$ cat src/sv/wli_pkg.sv
// Shared types and constants of the waypoint line interpolator.
package wli_pkg;

    localparam logic [1:0] MODE_WRITE    = 2'd0;
    localparam logic [1:0] MODE_FOLLOW   = 2'd1;
    localparam logic [1:0] MODE_DIRECT   = 2'd2;
    localparam logic [1:0] MODE_RESERVED = 2'd3;

    localparam logic CFG_SPEED = 1'b0;
    localparam logic CFG_COUNT = 1'b1;

    localparam int unsigned SQRT_STEPS = 34;
    localparam int unsigned DIV_STEPS  = 50;

    typedef struct packed {
        logic [1:0]         mode;
        logic [3:0]         wp_index;
        logic signed [31:0] pt_x;
        logic signed [31:0] pt_y;
        logic signed [31:0] pt_z;
        logic signed [31:0] end_x;
        logic signed [31:0] end_y;
        logic signed [31:0] end_z;
        logic [31:0]        now_time;
    } t_in_item;

    typedef struct packed {
        logic signed [31:0] pos_x;
        logic signed [31:0] pos_y;
        logic signed [31:0] pos_z;
        logic               pos_valid;
        logic               segment_done;
        logic               route_done;
        logic [3:0]         segment_number;
    } t_out_item;

    typedef enum logic [1:0] {
        ALU_MUL,
        ALU_SQRT,
        ALU_DIV
    } t_alu_op;

    typedef struct packed {
        logic        start;
        t_alu_op     op;
        logic [67:0] a;
        logic [32:0] b;
    } t_alu_req;

    typedef struct packed {
        logic        done;
        logic [65:0] res;
    } t_alu_rsp;

    typedef enum logic [4:0] {
        S_IDLE,
        S_RD0,
        S_RD1,
        S_RD2,
        S_DELTA,
        S_SQ_GO,
        S_SQ_WAIT,
        S_RT_GO,
        S_RT_WAIT,
        S_DUR_GO,
        S_DUR_WAIT,
        S_VEL_GO,
        S_VEL_WAIT,
        S_TICK,
        S_POS_GO,
        S_POS_WAIT,
        S_OUT
    } t_state;

endpackage

$ cat src/sv/wli_alu.sv
// Shared arithmetic unit: registered multiply, bit-serial square root and division.
module wli_alu import wli_pkg::*; (
    input  logic     i_clk,
    input  logic     i_rst_n,
    input  t_alu_req i_req,
    output t_alu_rsp o_rsp
);
    logic        r_busy;
    logic        r_done;
    t_alu_op     r_op;
    logic [5:0]  r_cnt;
    logic [67:0] r_acc;
    logic [35:0] r_rem;
    logic [31:0] r_div;
    logic [65:0] r_res;

    logic [37:0] sq_rem;
    logic [37:0] sq_trial;
    logic [37:0] sq_diff;
    logic        sq_ge;
    logic [32:0] dv_rem;
    logic [32:0] dv_diff;
    logic        dv_ge;

    always_comb begin
        sq_rem   = {r_rem, r_acc[67:66]};
        sq_trial = {2'b00, r_res[33:0], 2'b01};
        sq_ge    = sq_rem >= sq_trial;
        sq_diff  = sq_rem - sq_trial;
        dv_rem   = {r_rem[31:0], r_acc[49]};
        dv_ge    = dv_rem >= {1'b0, r_div};
        dv_diff  = dv_rem - {1'b0, r_div};
    end

    always_ff @(posedge i_clk) begin
        if (!i_rst_n) begin
            r_busy <= 1'b0;
            r_done <= 1'b0;
        end else begin
            r_done <= 1'b0;
            if (i_req.start) begin
                r_op  <= i_req.op;
                r_acc <= i_req.a;
                r_div <= i_req.b[31:0];
                r_rem <= '0;
                if (i_req.op == ALU_MUL) begin
                    r_res  <= 66'(i_req.a[32:0]) * 66'(i_req.b);
                    r_done <= 1'b1;
                end else begin
                    r_res  <= '0;
                    r_busy <= 1'b1;
                    r_cnt  <= (i_req.op == ALU_SQRT) ? 6'(SQRT_STEPS - 1) : 6'(DIV_STEPS - 1);
                end
            end else if (r_busy) begin
                unique case (r_op)
                    ALU_SQRT: begin
                        r_rem <= sq_ge ? sq_diff[35:0] : sq_rem[35:0];
                        r_res <= {r_res[64:0], sq_ge};
                        r_acc <= {r_acc[65:0], 2'b00};
                    end
                    ALU_DIV: begin
                        r_rem <= {4'b0, (dv_ge ? dv_diff[31:0] : dv_rem[31:0])};
                        r_res <= {r_res[64:0], dv_ge};
                        r_acc <= {r_acc[66:0], 1'b0};
                    end
                    default: begin
                        r_res <= r_res;
                    end
                endcase
                r_cnt <= r_cnt - 6'd1;
                if (r_cnt == 6'd0) begin
                    r_busy <= 1'b0;
                    r_done <= 1'b1;
                end
            end
        end
    end

    assign o_rsp = '{done: r_done, res: r_res};
endmodule

$ cat config.mk
export PLATFORM = sky130hd
export DESIGN_NAME = wli_alu
export DESIGN_NICKNAME = d
export VERILOG_FILES = /design/src/sv/wli_pkg.sv /design/src/sv/wli_alu.sv
export SDC_FILE = /design/constraint.sdc
export NUM_CORES = 2
export LEC_CHECK = 0
export ABC_CLOCK_PERIOD_IN_PS = 13800
export BUFFER_PORTS_ARGS = -buffer_cell sky130_fd_sc_hd__buf_2
export CORE_MARGIN = 1
export CORE_UTILIZATION = 40
export DETAILED_ROUTE_END_ITERATION = 8
export SLEW_MARGIN = 40
export SYNTH_ARGS = -nofsm -noshare
export SYNTH_HDL_FRONTEND = slang
export SYNTH_SLANG_ARGS = --single-unit
export TNS_END_PERCENT = 1
$ cat constraint.sdc
create_clock -name i_clk -period 13.8 [get_ports i_clk]
set_input_delay 1.38 -clock i_clk [delete_from_list [all_inputs] [get_ports i_clk]]
set_output_delay 1.38 -clock i_clk [all_outputs]
set_load 0.05 [all_outputs]
==> results.cfg <==
[clock_network]
clkTransAtPathRegs_ns = 0.06
worst_skew_pair.late_latency_ns = 0.57
root_buffer = clkbuf_16
cts_tree = done
clock-sinks = 212
cts_resized = 0
cts.htree.levels = 1
cts_buffer_depth = 3
cts.hold.buffers_added = 0
numCtsBuffers = 26
cts_setup_buffers = 0

[floorplanning]
die_w_um = 351.6
core_um2 = 120600
die_area_um2 = 123600
floorplan.initialDensity_pct = 40.54
die_h_um = 351.6
core.rowCount = 127
io_pins = 173

[critical_path]
critPathSlowestCell = o41ai_2
critPathTopFamily = adder cells
crit_top_cell = fa_1
worstSetupPathType = primary input to register
required_ns = 14.10
worst_setup_path_end_kind = register
crit_path_max_fanout = 34
cp.arrival_ns = 9.40
critical_path_buf_inv_count = 8
critPathMaxStageDelay_ns = 0.63
start_kind = primary input
reg2reg_slack_ns = 9.83

[detailed_routing]
num_vias = 36560
dr.pass1.iters = 5
drcViolationCount = 0
via_per_inst = 5.274
routed_wl_mm = 141.2
wl_per_cell_um = 20.36
drt-initial-drc-count = 2301
ant_nets = 0

[placement]
dpl-instance-area_um2 = 51010
preCtsSetupSlack_ns = 4.091
port_buffers = 172
place_congestion = 0.8839
hpwlAfterDp_mm = 108.1

[hold_path]
hold_path_class = register to register

[yosys]
synth-seq-area-share_pct = 12.98
yosys-top-cells-area = fa_1, edfxtp_1, inv_1
synth_cell_types = 78
ys.flop_type = edfxtp_1
synth_edf_count = 210
yosysMostFrequentCell = inv_1
synth_commonest_cells = inv_1, fa_1, nand2_1
synth_top_area_share_pct = 39.27
yosysTopAreaCell = fa_1
synth_area_um2 = 48890
ys_ff_latch = 212
synth_warnings = 0
syn_avg_cell_area_um2 = 9.120
synthArstFlopShare_pct = 0
syn_inst = 5361
syn_nets = 6760

[grt]
grt_max_degree = 143
grt_usage_pct = 23.36
grt_pass1_wl_mm = 222.1
grt.overflow.total = 0
antenna_found_initial = 13
grt_pass1_vias = 39010

[timing]
setup_viol = 0
fin_crit_sh_pct = 65.96
drv_slew = 0
rsz0062_at_grt = no
hold_viol = 0
fin_crit_ns = 9.103
finalClockSkew_ns = 0.03548
tns_ns = 0
fin_ws_ns = 4.697
fmax_mhz = 109.9
tightest_slew_ns = 0.8976
slew_headroom_pct = 40.16

[cells_and_area]
final_util_pct = 43.14
design_area_um2 = 52030
fin_nets = 6698
drive_gt1_share_pct = 5.264
areaGrowthSynthToFinish_pct = 6.408

[status]
outcome = complete, no violations

[job]
cap_violations = 0
## cell families (layout without fill, tap and decap cells)
| group | count (synthesis) | count (layout) | share of synthesized area [%] |
|---|---|---|---|
| other | 0 | 1 | 0 |
| adder cells (fa/ha/maj) | 1293 | 1293 | 47.81 |
| AO/OA/AOI/OAI | 634 | 634 | 8.434 |
| buffers and inverters | 1449 | 1407 | 11.18 |
| flip-flops | 212 | 212 | 12.98 |
| XOR/XNOR | 123 | 123 | 2.203 |
| AND/OR/NAND/NOR | 1569 | 1569 | 15.73 |
| multiplexers | 81 | 81 | 1.661 |
## cells in the final DEF, fill, tap and decap left out, types with 6 or more instances in the layout
cell type	count
and2_1	555
nand3_1	32
nor2_1	108
edfxtp_1	210
inv_1	1143
o21bai_1	27
nor2b_1	14
clkbuf_16	27
o22ai_1	31
o21ai_0	135
o21ai_1	15
o21a_1	14
ha_1	334
or3_1	13
nand2_1	724
nand2b_1	7
xor2_1	51
a221oi_1	6
mux2i_1	80
o31ai_1	8
fa_1	959
nand4_1	35
and3_1	21
o211ai_1	24
xnor2_1	72
nor3_1	31
a21oi_1	155
a211oi_1	47
a31oi_1	21
a21o_1	60
a22o_1	28
and4_1	7
buf_2	152
buf_4	55
## flip-flops by register name, summed over array words and instances (netlist names)
name,count
r_acc,68
r_rem,36
r_op,2
r_busy,1
r_done,1
r_cnt,6
r_div,32
r_res,66
## worst paths after layout
| kind | cells past startpoint | from | end |
|---|---|---|---|
| worst max-delay path | 28 | i_req[45] | r_res[64] |
| worst min-delay path | 1 | r_res[63] | r_res[64] |
| worst max register to register | 13 | r_res[29] | r_rem[12] |
| worst min register to register | 1 | r_res[63] | r_res[64] |
## final cells by class
cell class	instances	area (um2)
timing repair buffer	215	1341
sequential	212	6346
multi-input combinational	3700	37120
clock inverter	19	221.5
fill	11970	68580
tap	1612	2017
clock buffer	29	683.2
inverter	1144	4294
antenna	1	2.502
## routing by layer
metal  part of all wire [%]  GRT usage, %  up-vias  routed length [um]
met3                    4.6         2.073      257                6551
met4                    4.0         8.279        2                5604
met2                     51         41.69     1066               72580
met1                     40         29.42    18870               56410
met5                  0.012             0        -                  17
li1                       -             -    16360                   -
## metrics by stage
stage                     hold slack, ns  std cells
after CTS                         0.5651       6928
after floorplan                   0.5068       5361
after detailed placement          0.5473       6880
after global routing              0.5960       6932
final                             0.5664       6932
after global placement            0.5541       6878
Power is left out: the tool's default activity adds up to more than one toggle a clock period on the data nets, which glitch-free logic cannot reach.
