## src/sv/wli_ram.sv

```systemverilog
// Generic single-write, single-read RAM with registered read data.
module wli_ram #(
    parameter int unsigned WIDTH = 96,
    parameter int unsigned DEPTH = 16
) (
    input  logic                     i_clk,
    input  logic                     i_we,
    input  logic [$clog2(DEPTH)-1:0] i_waddr,
    input  logic [WIDTH-1:0]         i_wdata,
    input  logic [$clog2(DEPTH)-1:0] i_raddr,
    output logic [WIDTH-1:0]         o_rdata
);
    logic [WIDTH-1:0] r_mem [DEPTH];
    logic [WIDTH-1:0] r_rdata;

    always_ff @(posedge i_clk) begin
        if (i_we) begin
            r_mem[i_waddr] <= i_wdata;
        end
        r_rdata <= r_mem[i_raddr];
    end

    assign o_rdata = r_rdata;
endmodule

```

## config.mk

```make
export PLATFORM = sky130hd
export DESIGN_NAME = wli_ram
export DESIGN_NICKNAME = d
export VERILOG_FILES = /design/src/sv/wli_ram.sv
export SDC_FILE = /design/constraint.sdc
export NUM_CORES = 1
export LEC_CHECK = 0
export BUFFER_PORTS_ARGS = -buffer_cell sky130_fd_sc_hd__buf_2
export CAP_MARGIN = 20
export CORE_MARGIN = 2
export CORE_UTILIZATION = 45
export DETAILED_ROUTE_END_ITERATION = 10
export MAX_ROUTING_LAYER = met4
export PLACE_DENSITY_LB_ADDON = 0.25
export SETUP_SLACK_MARGIN = 0.2
export SLEW_MARGIN = 15
export SYNTH_ARGS = -nofsm -noshare
export SYNTH_HDL_FRONTEND = slang
export SYNTH_SLANG_ARGS = --single-unit
```

## constraint.sdc

```tcl
create_clock -name i_clk -period 20.3 [get_ports i_clk]
set_input_delay 3.045 -clock i_clk [delete_from_list [all_inputs] [get_ports i_clk]]
set_output_delay 3.045 -clock i_clk [all_outputs]
set_load 0.005 [all_outputs]
```

==> results of run 1 <==
==> sequential cells by signal, summed over array words and instances, names as in the netlist <==
register / cells
o_rdata: 96
r_mem: 1536
==> cells by family after synthesis <==
logic type	after synthesis	synth area share
flip-flops	1632	0.8095
multiplexers	384	0.1457
AO/OA/AOI/OAI	192	0.02428
buffers and inverters	129	0.01225
AND/OR/NAND/NOR	123	0.008305
==> report_power, final <==
| group | internal [uW] | switching [uW] |
|---|---|---|
| clock network | 1670 | 1190 |
| registers | 3770 | 29.3 |
| logic | 128 | 184 |
| total | 5570 | 1410 |
==> metrics by stage <==
stage	hold slack [ns]	area (um2)	cells	utilization
6_report	0.6524	67640	4644	0.5158
3_5_place_dp	0.6505	62470	4337	0.4764
3_3_place_gp	0.6489	62450	4336	0.4763
4_1_cts	0.6559	67570	4624	0.5153
2_1_floorplan	0.6349	59360	2460	-
5_1_grt	0.6845	67630	4643	0.5158
==> cell usage in the layout, fill, tap and decap left out, types with 3 or more instances in the layout <==
cell | Yosys | final
dfxtp_1 | 96 | 96
clkinv_1 | 0 | 17
bufinv_16 | 0 | 12
buf_12 | 0 | 10
clkinvlp_4 | 0 | 6
clkbuf_1 | 46 | 43
edfxtp_1 | 1536 | 1536
nor3_2 | 0 | 4
nand2_1 | 97 | 97
clkinv_2 | 0 | 22
clkbuf_8 | 0 | 15
diode_2 | 0 | 19
buf_2 | 11 | 199
clkbuf_16 | 0 | 162
buf_4 | 19 | 41
clkinv_4 | 0 | 3
nor2_4 | 0 | 13
a22oi_1 | 192 | 192
mux4_2 | 384 | 384
inv_6 | 0 | 6
==> cell type report <==
cell class / instances / area, um2
Fill cell: 10170 / 63490
Multi-Input combinational cell: 699 / 10720
Timing Repair Buffer: 252 / 1534
Antenna cell: 19 / 47.55
Clock buffer: 220 / 4422
Clock inverter: 67 / 674.4
Tap cell: 1755 / 2196
Sequential cell: 1632 / 48050
==> worst max path at each step <==
stage                           from          end  slack (ns)  cells past startpoint
final                     i_raddr[0]  o_rdata[53]       14.51                      6
after global routing      i_raddr[0]  o_rdata[53]       14.12                      6
after CTS                 i_raddr[0]  o_rdata[56]       14.40                      6
after detailed placement  i_raddr[0]  o_rdata[60]       13.56                      6
after global placement    i_raddr[0]  o_rdata[56]       13.67                      6
after floorplan           i_waddr[2]  r_mem[0][0]        9.58                      2
==> worst register-to-register path, delay by kind of cell, from the launching register on <==
family	cells	cell delay, ns
simple gates	1	0.16
mux	1	0.46
flops	1	0.36
compound gates	1	0.25
==> metal layers <==
| metal | share of wire | track usage |
|---|---|---|
| met1 | 0.41 | 0.2716 |
| met2 | 0.51 | 0.3352 |
| met3 | 0.064 | 0.03860 |
| met4 | 0.021 | 0.05730 |
| met5 | 0 | - |
==> summary.md, run 1 <==
| Metric | Value |
|---|---|
| Post-Route WL | `about 130 mm` |
| P_leak | `between 0.02 and 0.025 uW` |
| DRC | `0` |
| Slowest cell on the critical path | `buf_4` |
| CTS buffer count | `~160` |
| CTS Hold Buffers Added | `0` |
| Synth top area cells | `edfxtp_1, mux4_2, dfxtp_1, a22oi_1, nand2_1` |
| Starting density of the core | `0.4526` |
| Largest net degree at the start of global routing | `97` |
| Syn nets | `around 2,600` |
| Netlist cell types | `18` |
| Relative slew slack | `0.2734` |
| Clk pin slew, worst setup/hold paths | `around 0.060 ns` |
| Fmax | `~170 MHz` |
| Async set-reset flop share out of synthesis | `0` |
| Max Slew Vio Count | `0` |
| Share of layout cells above drive strength 1 | `0.3080` |
| DP HPWL | `62.70 mm` |
| Max-cap violation count | `0` |
| CTS root buf | `clkbuf_16` |
| Setup WS pre-CTS | `13.56 ns` |
| Final WS setup | `roughly 15 ns` |
| Buffers on Ports | `about 200` |
| Sink Count | `1,632` |
| Synth top area share | `0.7771` |
| Final net count | `~2,800` |
| First-pass GRT wire length | `a little under 200 mm` |
| Hold endpoint | `o_rdata[80]` |
| Setup CP Type | `in2reg` |
| H-Tree Level Count | `4` |
| Critical path required time | `between 20 and 25 ns` |
| Tot Pwr | `6977 uW` |
| Die ar. | `between 100,000 and 150,000 um2` |
| Drt first pass iters | `7` |
| Post-synth EDFFs | `around 1,500` |
| Vias | `around 27,000` |
| RSZ-0062 raised after global routing | `false` |
| Status | `finished clean` |
| Slew @ Worst Pin | `1.090 ns` |
| Via/cell ratio | `between 5 and 6` |
| Core area | `about 130,000 um2` |
| Worst reg2reg endpoint | `o_rdata[72]` |
| Cell mode on critical path | `buf_4` |
| Reg2Reg Launch Point | `r_mem[0][72]` |
| Worst Skew | `roughly 0.023 ns` |
| Crit-path max FO | `75` |
| Core Rows | `133` |
| Biggest area consumer among synthesized cells | `edfxtp_1` |
| Number of synthesized register bits | `approximately 1,600` |
| Routability cong. | `between 0.7 and 0.8` |
| Hold depth | `3` |
| Sequential fraction of the synthesis area | `0.8095` |
| Power per cell area | `~100 nW/um2` |
| Latest clock arrival within the worst-skew pair | `0.77 ns` |
| Die width | `roughly 370 um` |
| VDD IR max | `~0.088 mV` |
| CTS tree | `yes` |
| # setup viols final | `0` |
| Syn Inst Count | `2,460` |
| Initial antenna violation count | `29` |
| GR Overflow Total | `0` |
| Final setup TNS | `0 ns` |
| Synth top cells by count | `edfxtp_1, mux4_2, a22oi_1` |
| Syn. warnings | `0` |
| Hold Startpoint | `r_mem[12][80]` |
| Period utilization | `0.2854` |
| Reg2Reg Depth | `3` |
| Register-to-register setup slack | `roughly 19 ns` |
| Crit path DAT | `approximately 6.4 ns` |
| Area Overhead vs Synth | `13.95%` |
| Cell breakdown of the critical path | `buf_8 -> buf_4 -> buf_4 -> mux4_2 -> a22oi_1 -> nand2_1` |
| Post-synthesis cell area | `59,360 um2` |
| CTS resizes | `0` |
| Fin. Hold Viols | `0` |
| Clock buffer depth | `3` |
| Total GRT Usage | `0.2073` |
| Top-count cell post-synth | `edfxtp_1` |
| Worst hold-check path type | `reg2reg` |
| Vias in the first global route | `around 28,000` |
| WP buf/inv | `3` |
| Period minus WS final | `around 5.8 ns` |
| Post-CTS Setup Repair Bufs | `0` |
| Worst setup EP type | `register` |
| Worst path max stage delay | `approximately 0.89 ns` |
| Io pins | `202` |
| Die Y-Extent | `about 370 um` |
| Syn avg cell area | `about 24 um2` |
| Setup crit start kind | `input pin` |
| WL/cell | `slightly below 30 um` |
| Ys flop type | `edfxtp_1` |
| Detail Route Antenna Nets | `0` |
| Initial DRC Count | `2,850` |
| Worst path top cell family by delay | `buffers and inverters` |
Power figures use the tool's default switching activity.
==> run 2, diff against run 1 <==
Clock period 20.3 ns to 5.9 ns, I/O delays scaled along.
==> summary.md, run 2 (same netlist as run 1, synthesis figures left out) <==
| Metric | Value |
|---|---|
| CTS root buf | `clkbuf_16` |
| DR top layer | `met4` |
| GR Overflow Total | `0` |
| Max-cap violation count | `0` |
| Initial DRC Count | `a little under 3,000` |
| Worst reg2reg endpoint | `o_rdata[20]` |
| Total GRT Usage | `0.2082` |
| DRC | `0` |
| WL/cell | `between 20 and 30 um` |
| Non-Filler Instances | `approximately 4,700` |
| Worst path max stage delay | `roughly 0.76 ns` |
| CTS tree | `yes` |
| Most frequent cells in the layout | `edfxtp_1, mux4_2, buf_2, a22oi_1, clkbuf_16` |
| Final setup TNS | `0 ns` |
| CP startpoint | `i_waddr[2]` |
| Cell total after placement | `between 4,000 and 5,000` |
| Reg2Reg Depth | `3` |
| Slowest cell on the critical path | `nor3_4` |
| Status | `finished clean` |
| Worst path top cell family by delay | `simple AND/OR/NAND/NOR gates` |
| Vias in the first global route | `around 28,000` |
| Core Rows | `133` |
| Relative slew slack | `0.2320` |
| Crit-path max FO | `32` |
| Final hold slack | `0.4598 ns` |
| WP buf/inv | `2` |
| Max Slew Vio Count | `0` |
| Slew @ Worst Pin | `around 1.2 ns` |
| Core area | `131,100 um2` |
| Clock buffer depth | `3` |
| Largest Register | `r_mem` |
| Io pins | `202` |
| Reg2Reg Launch Point | `r_mem[3][20]` |
| Worst setup EP type | `register` |
| Worst Skew | `approximately 0.024 ns` |
| Post-Route WL | `135.3 mm` |
| Die Y-Extent | `between 300 and 400 um` |
| CTS Hold Buffers Added | `0` |
| VDD IR max | `between 0.2 and 0.3 mV` |
| # setup viols final | `0` |
| Vias | `26,740` |
| Met1 wire length | `~57 mm` |
| Worst setup endpoint | `r_mem[0][58]` |
| Area Overhead vs Synth | `14.61%` |
| Initial antenna violation count | `28` |
| Wire length on met3 | `approximately 8.1 mm` |
| DP HPWL | `65.75 mm` |
| Most common cell after layout, fill and taps aside | `edfxtp_1` |
| Die width | `approximately 370 um` |
| P_leak | `about 0.022 uW` |
| Post-layout util | `0.5188` |
| CP Depth | `4` |
| Post-CTS Setup Repair Bufs | `0` |
| First-pass GRT wire length | `196.2 mm` |
| Setup WS pre-CTS | `about 2.4 ns` |
| Period utilization | `0.4539` |
| Sink Count | `around 1,600` |
| Latest clock arrival within the worst-skew pair | `0.80 ns` |
| Cell breakdown of the critical path | `buf_2 -> or3b_2 -> nor3_4 -> buf_4` |
| Detail Route Antenna Nets | `0` |
| Critical path required time | `around 6.3 ns` |
| Fin. Hold Viols | `0` |
| Die ar. | `around 130,000 um2` |
| Drt first pass iters | `7` |
| Setup crit start kind | `input pin` |
| Final net count | `2,854` |
| Power per cell area | `around 360 nW/um2` |
| CTS buffer count | `162` |
| Setup CP Type | `in2reg` |
| Routability cong. | `0.7181` |
| RSZ-0062 raised after global routing | `false` |
| Worst hold-check path type | `in2reg` |
| Layout filler cell count | `about 10,000` |
| H-Tree Level Count | `4` |
| Starting density of the core | `0.4526` |
| Period minus WS final | `roughly 2.7 ns` |
| Final WS setup | `about 3.2 ns` |
| Fmax | `about 370 MHz` |
| Buffers on Ports | `roughly 200` |
| CTS resizes | `0` |
| Crit path DAT | `approximately 3 ns` |
| Share of layout cells above drive strength 1 | `0.3092` |
| Max FFs per register | `1,536` |
| Largest net degree at the start of global routing | `97` |
| Register-to-register setup slack | `between 4 and 5 ns` |
| Via/cell ratio | `about 5.7` |
| Clk pin slew, worst setup/hold paths | `approximately 0.06 ns` |
| Met2 Wirelength | `slightly below 70 mm` |
-- run 2: changes by cell type in the layout (fill, tap and decap cells not counted), sizes merged --
cell      previous run  this run
bufinv              12        11
clkinvlp             6         3
buf                252       253
inv                  6         9
clkinv              43        46
diode               19        14
clkbuf             220       235
-- run 2: how the worst min path moves through the flow --
stage | start | endpoint | cells past startpoint
after floorplan | r_mem[14][0] | o_rdata[0] | 3
after CTS | i_wdata[6] | r_mem[14][6] | 1
after global placement | r_mem[14][81] | o_rdata[81] | 3
after global routing | i_wdata[6] | r_mem[15][6] | 1
final | i_wdata[6] | r_mem[14][6] | 1
after detailed placement | r_mem[14][50] | o_rdata[50] | 3
-- run 2: power by group --
part	switching, uW	internal [uW]	total, uW
Combinational	646	450	1100
Clock	4300	5850	10100
Sequential	102	13000	13100
-- run 2: routing by layer --
metal,vias up,global-route usage
met5,-,-
met4,0,0.05517
met3,201,0.03784
met2,886,0.3319
met1,14520,0.2789
li1,11130,-
-- run 2: per-stage QoR --
step,instance area (um2),power (uW)
global route,68030,25060
floorplan,59380,13910
global placement,62690,14390
detailed placement,62690,14430
CTS,67990,24550
finish,68030,24300
-- run 2: cell type report --
cell class / count / area, um2 / area share
Antenna cell: 14 / 35.03 / 0.0005150
Clock buffer: 235 / 4509 / 0.06629
Clock inverter: 69 / 792.0 / 0.01164
Multi-Input combinational cell: 699 / 10740 / 0.1579
Sequential cell: 1632 / 48050 / 0.7063
Tap cell: 1755 / 2196 / 0.03228
Timing Repair Buffer: 253 / 1704 / 0.02505
==> run 3, diff against run 2 <==
Clock period 5.9 ns to 2.62 ns, I/O delays scaled along.
==> summary.md, run 3 (same netlist as run 1, synthesis figures left out) <==
| Metric | Value |
|---|---|
| Die width | `around 370 um` |
| WL/cell | `about 28 um` |
| Sequential power share | `0.536` |
| CTS tree | `yes` |
| Fin. Hold Viols | `0` |
| DRC | `0` |
| Reg2Reg Depth | `3` |
| Fmax | `about 550 MHz` |
| WP buf/inv | `1` |
| Non-Filler Instances | `just under 5,000` |
| Max FFs per register | `roughly 1,500` |
| Crit path DAT | `about 1.4 ns` |
| Slowest cell on the critical path | `dfxtp_1` |
| Die Y-Extent | `367.2 um` |
| First-pass GRT wire length | `approximately 200 mm` |
| Via/cell ratio | `approximately 5.7` |
| H-Tree Level Count | `4` |
| Sw frac | `0.2029` |
| CTS buffer count | `between 150 and 200` |
| Die ar. | `134,800 um2` |
| DP HPWL | `between 70 and 80 mm` |
| Clk pin slew, worst setup/hold paths | `approximately 0.060 ns` |
| Pint | `roughly 44,000 uW` |
| CTS root buf | `clkbuf_16` |
| Vias in the first global route | `a little under 30,000` |
| Post-route cell area | `between 70,000 and 80,000 um2` |
| Hold Startpoint | `i_waddr[1]` |
| Total GRT Usage | `0.2068` |
| Period utilization | `0.6966` |
| Status | `finished clean` |
| Core area | `roughly 130,000 um2` |
| Vias | `27,330` |
| Initial DRC Count | `2,532` |
| RSZ-0062 raised after global routing | `false` |
| Worst hold-check path type | `in2reg` |
| Clock buffer depth | `3` |
| Relative slew slack | `0.6278` |
| Dpl cell area | `roughly 64,000 um2` |
| Area Overhead vs Synth | `18.29%` |
| Max-cap violation count | `0` |
| Setup CP Type | `reg2out` |
| Routability cong. | `0.7337` |
| Worst reg2reg endpoint | `o_rdata[62]` |
| Slew @ Worst Pin | `around 0.56 ns` |
| VDD IR max | `around 0.64 mV` |
| Post-layout util | `0.5354` |
| Max Slew Vio Count | `0` |
| Final net count | `approximately 3,000` |
| Post-CTS Setup Repair Bufs | `0` |
| Reg2Reg Launch Point | `r_mem[1][62]` |
| Worst path max stage delay | `0.49 ns` |
| Latest clock arrival within the worst-skew pair | `between 0.7 and 0.8 ns` |
| Period minus WS final | `about 1.8 ns` |
| Post-Route WL | `134.0 mm` |
| Switch Pwr | `approximately 11,000 uW` |
| Crit-path max FO | `1` |
| Hold endpoint | `r_mem[4][87]` |
| Hold depth | `3` |
| GR Overflow Total | `0` |
| Worst path top cell family by delay | `flip-flops` |
| Buffers on Ports | `about 200` |
| Setup crit start kind | `register` |
| Cell total after placement | `around 4,400` |
| Detail Route Antenna Nets | `0` |
| Power per cell area | `about 780 nW/um2` |
| Gate power share | `0.049` |
| Worst Skew | `about 0.024 ns` |
| # setup viols final | `0` |
| CTS resizes | `0` |
| Clock power frac | `0.415` |
| Largest Register | `r_mem` |
| Most frequent cells in the layout | `edfxtp_1, mux4_2, buf_2, a22oi_1, clkbuf_16` |
| Core Rows | `between 100 and 150` |
| Register-to-register setup slack | `roughly 1.2 ns` |
| Initial antenna violation count | `10` |
| CTS Hold Buffers Added | `96` |
| P_leak | `around 0.023 uW` |
| Cell breakdown of the critical path | `buf_2` |
| Final setup TNS | `0 ns` |
| Largest net degree at the start of global routing | `58` |
| Share of layout cells above drive strength 1 | `0.3156` |
| Starting density of the core | `0.4526` |
| Most common cell after layout, fill and taps aside | `edfxtp_1` |
| Sink Count | `between 1,500 and 2,000` |
| Worst setup EP type | `primary output` |
| Io pins | `roughly 200` |
| Drt first pass iters | `5` |
| Critical path required time | `about 2.2 ns` |
[run 3: worst max-delay path by stage]
stage,endpoint,slack (ns),depth (start not counted),from
floorplan,r_mem[0][0],-1.0,2,i_waddr[2]
global placement,o_rdata[2],0.40,5,i_raddr[0]
detailed placement,o_rdata[79],0.41,6,i_raddr[0]
CTS,o_rdata[87],0.76,1,o_rdata[87]
global route,o_rdata[87],0.77,1,o_rdata[87]
finish,o_rdata[87],0.79,1,o_rdata[87]
[run 3: worst register-to-register path, stage by stage (launching register included)]
cell,delay (ns)
edfxtp_1,0.36
mux4_2,0.46
a22oi_1,0.40
nand2_1,0.10
[run 3: area by class of cell]
type / instances / area (um2)
fillers: 9993 / 60920
flip-flops and latches: 1632 / 48050
multi-input cells: 699 / 10770
clock buffers: 232 / 4552
repair buffers: 418 / 3909
well taps: 1755 / 2196
clock inverters: 67 / 711.9
diodes: 11 / 27.53
[run 3: power by group through the flow]
stage	clock (uW)	combinational, uW	sequential, uW
2_1_floorplan	0	1410	29900
3_3_place_gp	0	2570	30000
3_5_place_dp	0	2630	30000
4_1_cts	23300	2770	29400
5_1_grt	24300	2940	29500
6_report	22800	2720	29400
[run 3: routing by layer]
metal | global-route usage | share of wire | up-vias
met2 | 0.3299 | 0.50 | 867
met4 | 0.05415 | 0.020 | 0
met3 | 0.03478 | 0.056 | 171
li1 | - | - | 11470
met1 | 0.2792 | 0.42 | 14820
met5 | - | 0 | -
[run 3: per-stage QoR]
| step | total power, uW | hold slack, ns | setup WS, ns |
|---|---|---|---|
| after CTS | 55480 | 0.2261 | 0.7616 |
| after floorplan | 31300 | 0.4919 | -0.9997 |
| after detailed placement | 32630 | 0.6510 | 0.4135 |
| after global routing | 56700 | 0.2701 | 0.7686 |
| final | 54930 | 0.2923 | 0.7948 |
| after global placement | 32530 | 0.6530 | 0.3963 |
